$ cat config.mk
export PLATFORM = sky130hd
export DESIGN_NAME = integer_text_parser
export DESIGN_NICKNAME = d
export VERILOG_FILES = /design/src/rtl/core/itp_pkg.sv /design/src/rtl/core/itp_step.sv /design/src/rtl/core/integer_text_parser.sv
export SDC_FILE = /design/constraint.sdc
export NUM_CORES = 2
export LEC_CHECK = 0
export BUFFER_PORTS_ARGS = -buffer_cell sky130_fd_sc_hd__buf_2
export CAP_MARGIN = 5
export CORE_ASPECT_RATIO = 0.9
export CORE_MARGIN = 1
export CORE_UTILIZATION = 35
export CTS_CLUSTER_DIAMETER = 40
export CTS_CLUSTER_SIZE = 16
export DETAILED_ROUTE_END_ITERATION = 10
export GPL_TIMING_DRIVEN = 0
export PLACE_DENSITY_LB_ADDON = 0.2
export SLEW_MARGIN = 20
export SYNTH_ARGS = -nofsm -noshare
export SYNTH_HDL_FRONTEND = slang
export SYNTH_HIERARCHICAL = 1
export SYNTH_SLANG_ARGS = --single-unit
export TNS_END_PERCENT = 10
$ cat constraint.sdc
create_clock -name clk -period 11.5 [get_ports clk]
set_input_delay 1.15 -clock clk [delete_from_list [all_inputs] [get_ports clk]]
set_output_delay 1.15 -clock clk [all_outputs]
set_load 0.03 [all_outputs]
$ cat src/rtl/core/itp_pkg.sv
// itp_pkg: shared types, character codes and helpers for the integer text parser.
// Used by every other file of the project; depends on nothing.
`timescale 1ns / 1ps

package itp_pkg;

  localparam int OUT_VALUE_W = 64;
  localparam int OUT_COUNT_W = 16;
  localparam int BASE_W      = 6;
  localparam int CFG_DATA_W  = 7;
  localparam int CFG_INDEX_W = 1;

  // Configuration register indexes
  localparam logic [CFG_INDEX_W-1:0] CFG_SIGNED_MODE = 1'b0;
  localparam logic [CFG_INDEX_W-1:0] CFG_NUMBER_BASE = 1'b1;

  localparam logic [BASE_W-1:0] BASE_OCT = 6'd8;
  localparam logic [BASE_W-1:0] BASE_DEC = 6'd10;
  localparam logic [BASE_W-1:0] BASE_HEX = 6'd16;

  localparam logic [CFG_DATA_W-1:0] NB_AUTO_OCT = 7'd0;
  localparam logic [CFG_DATA_W-1:0] NB_RESET    = 7'd10;

  localparam logic [7:0] CH_PLUS  = 8'h2B;
  localparam logic [7:0] CH_MINUS = 8'h2D;
  localparam logic [7:0] CH_ZERO  = 8'h30;
  localparam logic [7:0] CH_NINE  = 8'h39;
  localparam logic [7:0] CH_UA    = 8'h41;
  localparam logic [7:0] CH_UX    = 8'h58;
  localparam logic [7:0] CH_UZ    = 8'h5A;
  localparam logic [7:0] CH_LA    = 8'h61;
  localparam logic [7:0] CH_LX    = 8'h78;
  localparam logic [7:0] CH_LZ    = 8'h7A;
  localparam logic [7:0] CH_TAB   = 8'h09;
  localparam logic [7:0] CH_CR    = 8'h0D;
  localparam logic [7:0] CH_SPACE = 8'h20;

  localparam logic [7:0] DIGIT_NONE = 8'hFF;

  typedef enum logic [5:0] {
    PH_START      = 6'b000001,
    PH_AFTER_SIGN = 6'b000010,
    PH_ZERO_SEEN  = 6'b000100,
    PH_DIGITS     = 6'b001000,
    PH_STOPPED    = 6'b010000,
    PH_FAILED     = 6'b100000
  } phase_t;

  typedef struct packed {
    phase_t phase;
    logic   neg;
    logic   seen;
  } ctl_t;

  function automatic logic is_blank(input logic [7:0] c);
    return ((c >= CH_TAB) && (c <= CH_CR)) || (c == CH_SPACE);
  endfunction

  // Digit weight of an alphanumeric character, DIGIT_NONE otherwise
  function automatic logic [7:0] digit_value(input logic [7:0] c);
    logic [7:0] d;
    if ((c >= CH_ZERO) && (c <= CH_NINE)) d = c - CH_ZERO;
    else if ((c >= CH_LA) && (c <= CH_LZ)) d = c - CH_LA + 8'd10;
    else if ((c >= CH_UA) && (c <= CH_UZ)) d = c - CH_UA + 8'd10;
    else d = DIGIT_NONE;
    return d;
  endfunction

endpackage

$ cat src/rtl/core/itp_step.sv
// itp_step: next-state logic of the parser for one character (sign, prefix, digit).
// Depends on itp_pkg.
`timescale 1ns / 1ps

module itp_step #(
  parameter int VALUE_BITS = 64,
  parameter int COUNT_BITS = 16
) (
  input  itp_pkg::ctl_t                  ctl_i,
  input  logic [VALUE_BITS-1:0]          acc_i,
  input  logic [itp_pkg::BASE_W-1:0]     base_i,
  input  logic [COUNT_BITS-1:0]          pos_i,
  input  logic [COUNT_BITS-1:0]          stop_i,
  input  logic [7:0]                     char_i,
  input  logic                           fin_i,
  input  logic                           smode_i,
  input  logic [itp_pkg::CFG_DATA_W-1:0] nbase_i,
  output itp_pkg::ctl_t                  ctl_o,
  output logic [VALUE_BITS-1:0]          acc_o,
  output logic [itp_pkg::BASE_W-1:0]     base_o,
  output logic [COUNT_BITS-1:0]          pos_o,
  output logic [COUNT_BITS-1:0]          stop_o
);

  logic [COUNT_BITS-1:0] pos_inc;
  logic [7:0]            dig;
  logic                  first;
  logic                  take;
  logic                  nb_auto;

  assign pos_inc = (pos_i == {COUNT_BITS{1'b1}}) ? pos_i : pos_i + 1'b1;
  assign dig     = itp_pkg::digit_value(char_i);
  assign nb_auto = nbase_i[itp_pkg::CFG_DATA_W-1] || (nbase_i == itp_pkg::NB_AUTO_OCT);
  assign pos_o   = pos_inc;

  always_comb begin
    ctl_o  = ctl_i;
    acc_o  = acc_i;
    base_o = base_i;
    stop_o = stop_i;
    first  = 1'b0;
    take   = 1'b0;

    unique case (ctl_i.phase)
      itp_pkg::PH_START: begin
        if (itp_pkg::is_blank(char_i)) begin
          ctl_o.phase = itp_pkg::PH_FAILED;
        end else if (smode_i && (char_i == itp_pkg::CH_PLUS || char_i == itp_pkg::CH_MINUS)) begin
          ctl_o.neg   = (char_i == itp_pkg::CH_MINUS);
          stop_o      = pos_inc;
          ctl_o.phase = itp_pkg::PH_AFTER_SIGN;
        end else begin
          first = 1'b1;
        end
      end
      itp_pkg::PH_AFTER_SIGN: begin
        if (itp_pkg::is_blank(char_i)) ctl_o.phase = itp_pkg::PH_FAILED;
        else first = 1'b1;
      end
      itp_pkg::PH_ZERO_SEEN: begin
        ctl_o.phase = itp_pkg::PH_DIGITS;
        if (char_i == itp_pkg::CH_LX || char_i == itp_pkg::CH_UX) begin
          base_o = itp_pkg::BASE_HEX;
          stop_o = pos_inc;
        end else begin
          // the held zero counts as a digit even if this character stops the scan
          ctl_o.seen = 1'b1;
          stop_o     = pos_i;
          take       = 1'b1;
        end
      end
      itp_pkg::PH_DIGITS: begin
        take = 1'b1;
      end
      default: begin
      end
    endcase

    // pick the base on the first character after the optional sign
    if (first) begin
      if (nb_auto && char_i == itp_pkg::CH_ZERO && !fin_i) begin
        base_o      = (nbase_i == itp_pkg::NB_AUTO_OCT) ? itp_pkg::BASE_OCT : itp_pkg::BASE_DEC;
        ctl_o.phase = itp_pkg::PH_ZERO_SEEN;
      end else begin
        base_o      = nb_auto ? itp_pkg::BASE_DEC : nbase_i[itp_pkg::BASE_W-1:0];
        ctl_o.phase = itp_pkg::PH_DIGITS;
        take        = 1'b1;
      end
    end

    if (take) begin
      if (dig < 8'(base_o)) begin
        acc_o      = acc_i * VALUE_BITS'(base_o) + VALUE_BITS'(dig);
        ctl_o.seen = 1'b1;
        stop_o     = pos_inc;
      end else begin
        ctl_o.phase = itp_pkg::PH_STOPPED;
      end
    end
  end

endmodule

$ cat src/rtl/core/integer_text_parser.sv
// integer_text_parser: top level of the streaming integer text parser.
// Depends on itp_pkg and itp_step.
`timescale 1ns / 1ps

// Takes one character beat per cycle while in_stall is low and gives one result beat
// per string through the finish and output registers. An optional sign (signed mode),
// a base fixed by number_base or detected from a 0x/0X prefix or a leading zero, then
// digits accumulate modulo 2^VALUE_BITS until the first non-digit; later characters
// are ignored. A result carries the value (two's complement when negative), the count
// of characters used and parse_ok; a failed parse gives zero value and count.
// Throughput is one character per cycle while in_stall is low, set by the parse stage:
// one multiply by a base of at most 63 and an add per character. The pipeline is input
// register, parse stage with a finish register, and a range check into the output
// register; each stage moves when the next is free, so a waiting result does not stop
// characters of the next string. Write configuration only while the block is idle.
module integer_text_parser #(
  parameter int VALUE_BITS = 64,
  parameter int COUNT_BITS = 16
) (
  input  logic                                clk,
  input  logic                                rst_n,
  input  logic                                in_valid,
  output logic                                in_stall,
  input  logic [7:0]                          in_text_char,
  input  logic                                in_is_final,
  output logic                                out_valid,
  input  logic                                out_stall,
  output logic [itp_pkg::OUT_VALUE_W-1:0]     out_parsed_value,
  output logic [itp_pkg::OUT_COUNT_W-1:0]     out_consumed_count,
  output logic                                out_parse_ok,
  input  logic                                cfg_wr_en,
  input  logic [itp_pkg::CFG_INDEX_W-1:0]     cfg_index,
  input  logic [itp_pkg::CFG_DATA_W-1:0]      cfg_wdata
);

  // configuration
  logic                           smode_r;
  logic [itp_pkg::CFG_DATA_W-1:0] nbase_r;

  // input register
  logic       s1_valid_r;
  logic [7:0] s1_char_r;
  logic       s1_fin_r;

  // parse state of the current string
  itp_pkg::ctl_t               ctl_r,  ctl_nxt;
  logic [VALUE_BITS-1:0]       acc_r,  acc_nxt;
  logic [itp_pkg::BASE_W-1:0]  base_r, base_nxt;
  logic [COUNT_BITS-1:0]       pos_r,  pos_nxt;
  logic [COUNT_BITS-1:0]       stop_r, stop_nxt;

  // finish register: state after the last character
  logic                  fin_valid_r;
  logic                  fin_ok_r;
  logic                  fin_neg_r;
  logic                  fin_smode_r;
  logic [VALUE_BITS-1:0] fin_acc_r;
  logic [COUNT_BITS-1:0] fin_stop_r;

  // output register
  logic                             out_valid_r;
  logic [itp_pkg::OUT_VALUE_W-1:0]  out_value_r, out_value_nxt;
  logic [itp_pkg::OUT_COUNT_W-1:0]  out_count_r, out_count_nxt;
  logic                             out_ok_r,    out_ok_nxt;

  logic out_free;
  logic fin_free;
  logic s1_go;
  logic s1_free;

  logic                  res_ok;
  logic [VALUE_BITS-1:0] res_val;
  logic [31:0]           stop_ext;

  // Stage advance: each stage loads when it is empty or its beat moves on
  assign out_free = !out_valid_r || !out_stall;
  assign fin_free = !fin_valid_r || out_free;
  assign s1_go    = s1_valid_r && (!s1_fin_r || fin_free);
  assign s1_free  = !s1_valid_r || s1_go;
  assign in_stall = !s1_free;

  always_ff @(posedge clk) begin
    if (!rst_n) begin
      smode_r <= 1'b1;
      nbase_r <= itp_pkg::NB_RESET;
    end else if (cfg_wr_en) begin
      unique case (cfg_index)
        itp_pkg::CFG_SIGNED_MODE: smode_r <= cfg_wdata[0];
        itp_pkg::CFG_NUMBER_BASE: nbase_r <= cfg_wdata;
      endcase
    end
  end

  always_ff @(posedge clk) begin
    if (!rst_n) begin
      s1_valid_r <= 1'b0;
    end else if (s1_free) begin
      s1_valid_r <= in_valid;
    end
  end

  always_ff @(posedge clk) begin
    if (in_valid && s1_free) begin
      s1_char_r <= in_text_char;
      s1_fin_r  <= in_is_final;
    end
  end

  itp_step #(
    .VALUE_BITS(VALUE_BITS),
    .COUNT_BITS(COUNT_BITS)
  ) u_step (
    .ctl_i  (ctl_r),
    .acc_i  (acc_r),
    .base_i (base_r),
    .pos_i  (pos_r),
    .stop_i (stop_r),
    .char_i (s1_char_r),
    .fin_i  (s1_fin_r),
    .smode_i(smode_r),
    .nbase_i(nbase_r),
    .ctl_o  (ctl_nxt),
    .acc_o  (acc_nxt),
    .base_o (base_nxt),
    .pos_o  (pos_nxt),
    .stop_o (stop_nxt)
  );

  // Parse state: advance on each character, return to string start after the last one
  always_ff @(posedge clk) begin
    if (!rst_n || (s1_go && s1_fin_r)) begin
      ctl_r  <= '{phase: itp_pkg::PH_START, neg: 1'b0, seen: 1'b0};
      acc_r  <= '0;
      base_r <= itp_pkg::BASE_DEC;
      pos_r  <= '0;
      stop_r <= '0;
    end else if (s1_go) begin
      ctl_r  <= ctl_nxt;
      acc_r  <= acc_nxt;
      base_r <= base_nxt;
      pos_r  <= pos_nxt;
      stop_r <= stop_nxt;
    end
  end

  always_ff @(posedge clk) begin
    if (!rst_n) begin
      fin_valid_r <= 1'b0;
    end else if (fin_free) begin
      fin_valid_r <= s1_go && s1_fin_r;
    end
  end

  always_ff @(posedge clk) begin
    if (fin_free && s1_go && s1_fin_r) begin
      fin_ok_r    <= ctl_nxt.seen && (ctl_nxt.phase != itp_pkg::PH_FAILED);
      fin_neg_r   <= ctl_nxt.neg;
      fin_smode_r <= smode_r;
      fin_acc_r   <= acc_nxt;
      fin_stop_r  <= stop_nxt;
    end
  end

  // Range check and negation. Negative values may reach 2^(VALUE_BITS-1),
  // positive signed values must stay below it.
  always_comb begin
    res_ok  = fin_ok_r;
    res_val = fin_acc_r;
    if (fin_ok_r && (fin_smode_r || fin_neg_r)) begin
      if (fin_neg_r) begin
        if (fin_acc_r[VALUE_BITS-1] && (|fin_acc_r[VALUE_BITS-2:0])) res_ok = 1'b0;
        else res_val = '0 - fin_acc_r;
      end else if (fin_acc_r[VALUE_BITS-1]) begin
        res_ok = 1'b0;
      end
    end
    stop_ext = 32'(fin_stop_r);
    if (res_ok) begin
      out_value_nxt = itp_pkg::OUT_VALUE_W'(res_val);
      out_count_nxt = (stop_ext > 32'h0000_FFFF) ? {itp_pkg::OUT_COUNT_W{1'b1}}
                                                 : stop_ext[itp_pkg::OUT_COUNT_W-1:0];
      out_ok_nxt    = 1'b1;
    end else begin
      out_value_nxt = '0;
      out_count_nxt = '0;
      out_ok_nxt    = 1'b0;
    end
  end

  always_ff @(posedge clk) begin
    if (!rst_n) begin
      out_valid_r <= 1'b0;
    end else if (out_free) begin
      out_valid_r <= fin_valid_r;
    end
  end

  // Hold the result beat while stalled
  always_ff @(posedge clk) begin
    if (out_free && fin_valid_r) begin
      out_value_r <= out_value_nxt;
      out_count_r <= out_count_nxt;
      out_ok_r    <= out_ok_nxt;
    end
  end

  assign out_valid          = out_valid_r;
  assign out_parsed_value   = out_value_r;
  assign out_consumed_count = out_count_r;
  assign out_parse_ok       = out_ok_r;

endmodule

==> run summary <==
CTS root buffer = clkbuf_16
Share of post-route cells with drive strength above 1 = 8.42%
GR Util All Layers = 20.8%
Hold/Removal Path Class = reg -> reg
Worst Setup End Kind = flip-flop
Max Cap Viol = 0
Minimum clock period = 9.30 ns
DRC viols = 0
Crit share post-route = 80.8%
Crit path top cell by count = fa_1
Via count = 21100
GPL Wtd Cong = 0.952
# IOs = 105
Final #Nets = 3322
Clk buf depth = 3
Clock Latency Late Sink = 0.55 ns
Vias per inst = 5.40
Relative slew margins = 31.6%
VDD IR max = 83.5 uV
# H-tree levels = 2
Gr ovfl total = 0
WHS Path Cells = 2
Max-slew violation count = 0
Post-Syn Nets = 3176
Post-Route WL = 77.5 mm
Vias in the first global route = 20900
Top_reg_cell synth = edfxtp_1
Slew @ Worst Pin = 1.03 ns
Largest net degree at the start of global routing = 61
Post-synth ARST share = 0%
Sequential area share after synthesis = 29.8%
Status = completed
Global-route wire length before repair = 121 mm
Vert. Die Dim = 259 um
R2r worst-path depth = 27
Syn-to-layout area delta = 12.5%
Leak pwr = 0.0121 uW
PortBufs = 102
Routed length per placed instance = 19.9 um
CTS tree = done
First-pass DRT Iterations = 5
Critical path depth = 27
Fin. Hold Viols = 0
Worst Path Max Fanout = 10
Die footprint = 0.0742 mm^2
R2r setup slk = 2.20 ns
Pwr dens = 91.3 mW/mm^2
Post-synthesis register bit count = 294
RSZ-0062 raised after global routing = no
Worst setup SP type = flip-flop
Fin area = 0.0288 mm^2
DRT iter0 DRCs = 1677
Rows = 93
Hold Buf Count CTS = 0
Buffers & Inverters on Critical Path = 3
Largest stage delay on the critical path = 0.81 ns
Achievable Freq = 0.108 GHz
Chip Width = 287 um
Clock Sinks = 294
Setup violators final = 0
# diodes = 0
Clock-pin slew on the worst setup and hold paths = 0.07 ns
Critical path type = reg -> reg
Effective utilization at floorplan = 35.6%
Slowest CP cell = a31oi_2
Post-DP Area = 0.0274 mm^2
Initial antenna violation count = 5
Clk_skew = 0.0226 ns
Post-cts repair resize count = 0
CTS Buf Count = 38
Required time worst endpoint = 11.97 ns
CP top delay family = compound AO/OA/AOI/OAI gates
Mapped Area = 0.0256 mm^2
DPL Wire Length = 61.7 mm
Sum Neg Setup Slack = 0 ns
Cells after Synth = 2770
Critical Path AT = 9.76 ns
Yosys warnings = 6
Post-CTS Setup Inserts = 0
Post-synth EDFFs = 173
Avg Inst Size Synth = 9.24 um^2
Cell variety after synth = 87
Core area = 0.0719 mm^2
Routed Antenna Nets = 0
[layout by cell type (no fill, tap or decap), drive strengths merged, types with 31 or more instances in the layout]
cell	instances
nand2	476
and2	324
fa	242
a21oi	203
edfxtp	173
clkbuf	166
o21ai	148
ha	142
buf	134
inv	130
dfxtp	121
nor2	69
nand3	47
xnor2	46
o211ai	42
a21o	39
nor3	39
o31ai	38
xor2	33
nor4	31
[final timing paths]
kind                start   endpoint
max          s1_char_r[1]  acc_r[49]
min             stop_r[2]  stop_r[2]
max reg2reg  s1_char_r[1]  acc_r[49]
min reg2reg     stop_r[2]  stop_r[2]
[cells by family after synthesis]
| group | after synthesis | synth area share [%] |
|---|---|---|
| buf+inv | 271 | 4.16 |
| compound gates | 589 | 14.1 |
| fa+ha+maj | 384 | 25.9 |
| simple gates | 1131 | 22.3 |
| xor+xnor | 81 | 2.88 |
| flops | 294 | 29.8 |
| mux | 20 | 0.880 |
[flip-flops by register name, indices dropped and copies added, names as in the netlist]
name,flops
fin_stop_r,16
acc_r,64
base_r,6
s1_char_r,8
fin_neg_r,1
stop_r,16
s1_valid_r,1
out_parsed_value,64
out_valid,1
s1_fin_r,1
out_parse_ok,1
ctl_r,8
nbase_r,7
out_consumed_count,16
fin_ok_r,1
fin_smode_r,1
smode_r,1
pos_r,16
fin_valid_r,1
fin_acc_r,64
[metal layers]
layer	wire length, um	track usage (%)
met1	36900	30.4
met3	4770	2.84
met4	1600	5.14
met2	34200	32.2
met5	0	0
[cell type report]
cell class | instances | area [um^2]
fill | 7092 | 43100
sequential | 294 | 7620
inverter | 122 | 460
multi-input combinational | 2205 | 16900
tap | 950 | 1190
clock inverter | 25 | 349
buffer | 149 | 608
clock buffer | 45 | 1020
timing repair buffer | 106 | 621
[where the power goes]
group          internal (uW)  switching (uW)  leakage [uW]
Clock                    732             507      0.000659
Sequential              1130            15.0       0.00267
Combinational           60.2             185       0.00879
[synth_stat cells (29+ instances only)]
cell type    n  area share (%)
o211ai_1    41             1.2
ha_1       142             6.9
nor4_1      29            0.71
o31ai_1     38             1.1
nand2_1    473             6.9
fa_1       242              19
inv_1      121             1.8
clkbuf_1   121             1.8
a21oi_1    201             3.9
nor3_1      38            0.74
a21o_1      39             1.1
edfxtp_1   173              20
nor2_1      69             1.0
xor2_1      33             1.1
and2_1     323             7.9
dfxtp_1    121             9.5
o21ai_0    144             2.8
xnor2_1     46             1.6
nand3_1     47            0.92
[worst reg2reg max path, stage by stage, from the launching register on]
cell	delay, ns
edfxtp_1	0.53
inv_1	0.22
ha_1	0.28
a21oi_1	0.08
nand4b_1	0.19
a31oi_1	0.51
nor3_1	0.15
a31oi_2	0.82
clkbuf_1	0.55
nand2_1	0.16
fa_1	0.52
fa_1	0.54
inv_1	0.05
fa_1	0.50
fa_1	0.49
ha_1	0.37
o211ai_1	0.11
o21ai_0	0.51
o21a_1	0.29
nor3_1	0.08
o21ai_0	0.61
o21ai_0	0.36
a31oi_1	0.40
a21oi_1	0.21
o21a_1	0.20
o211ai_1	0.30
nand2_1	0.08
a21oi_1	0.13
[through the flow]
stage	instances	hold WS [ns]	total power (uW)	worst slack (ns)	utilization [%]
after global placement	3822	0.440	1410	1.51	38.0
after CTS	3896	0.459	2660	2.29	40.0
final	3896	0.458	2630	2.20	40.0
after detailed placement	3826	0.450	1410	2.32	38.1
after floorplan	2770	0.432	1310	3.82	-
after global routing	3896	0.478	2720	1.73	40.0
No activity file was read; power rests on OpenSTA's default activity.
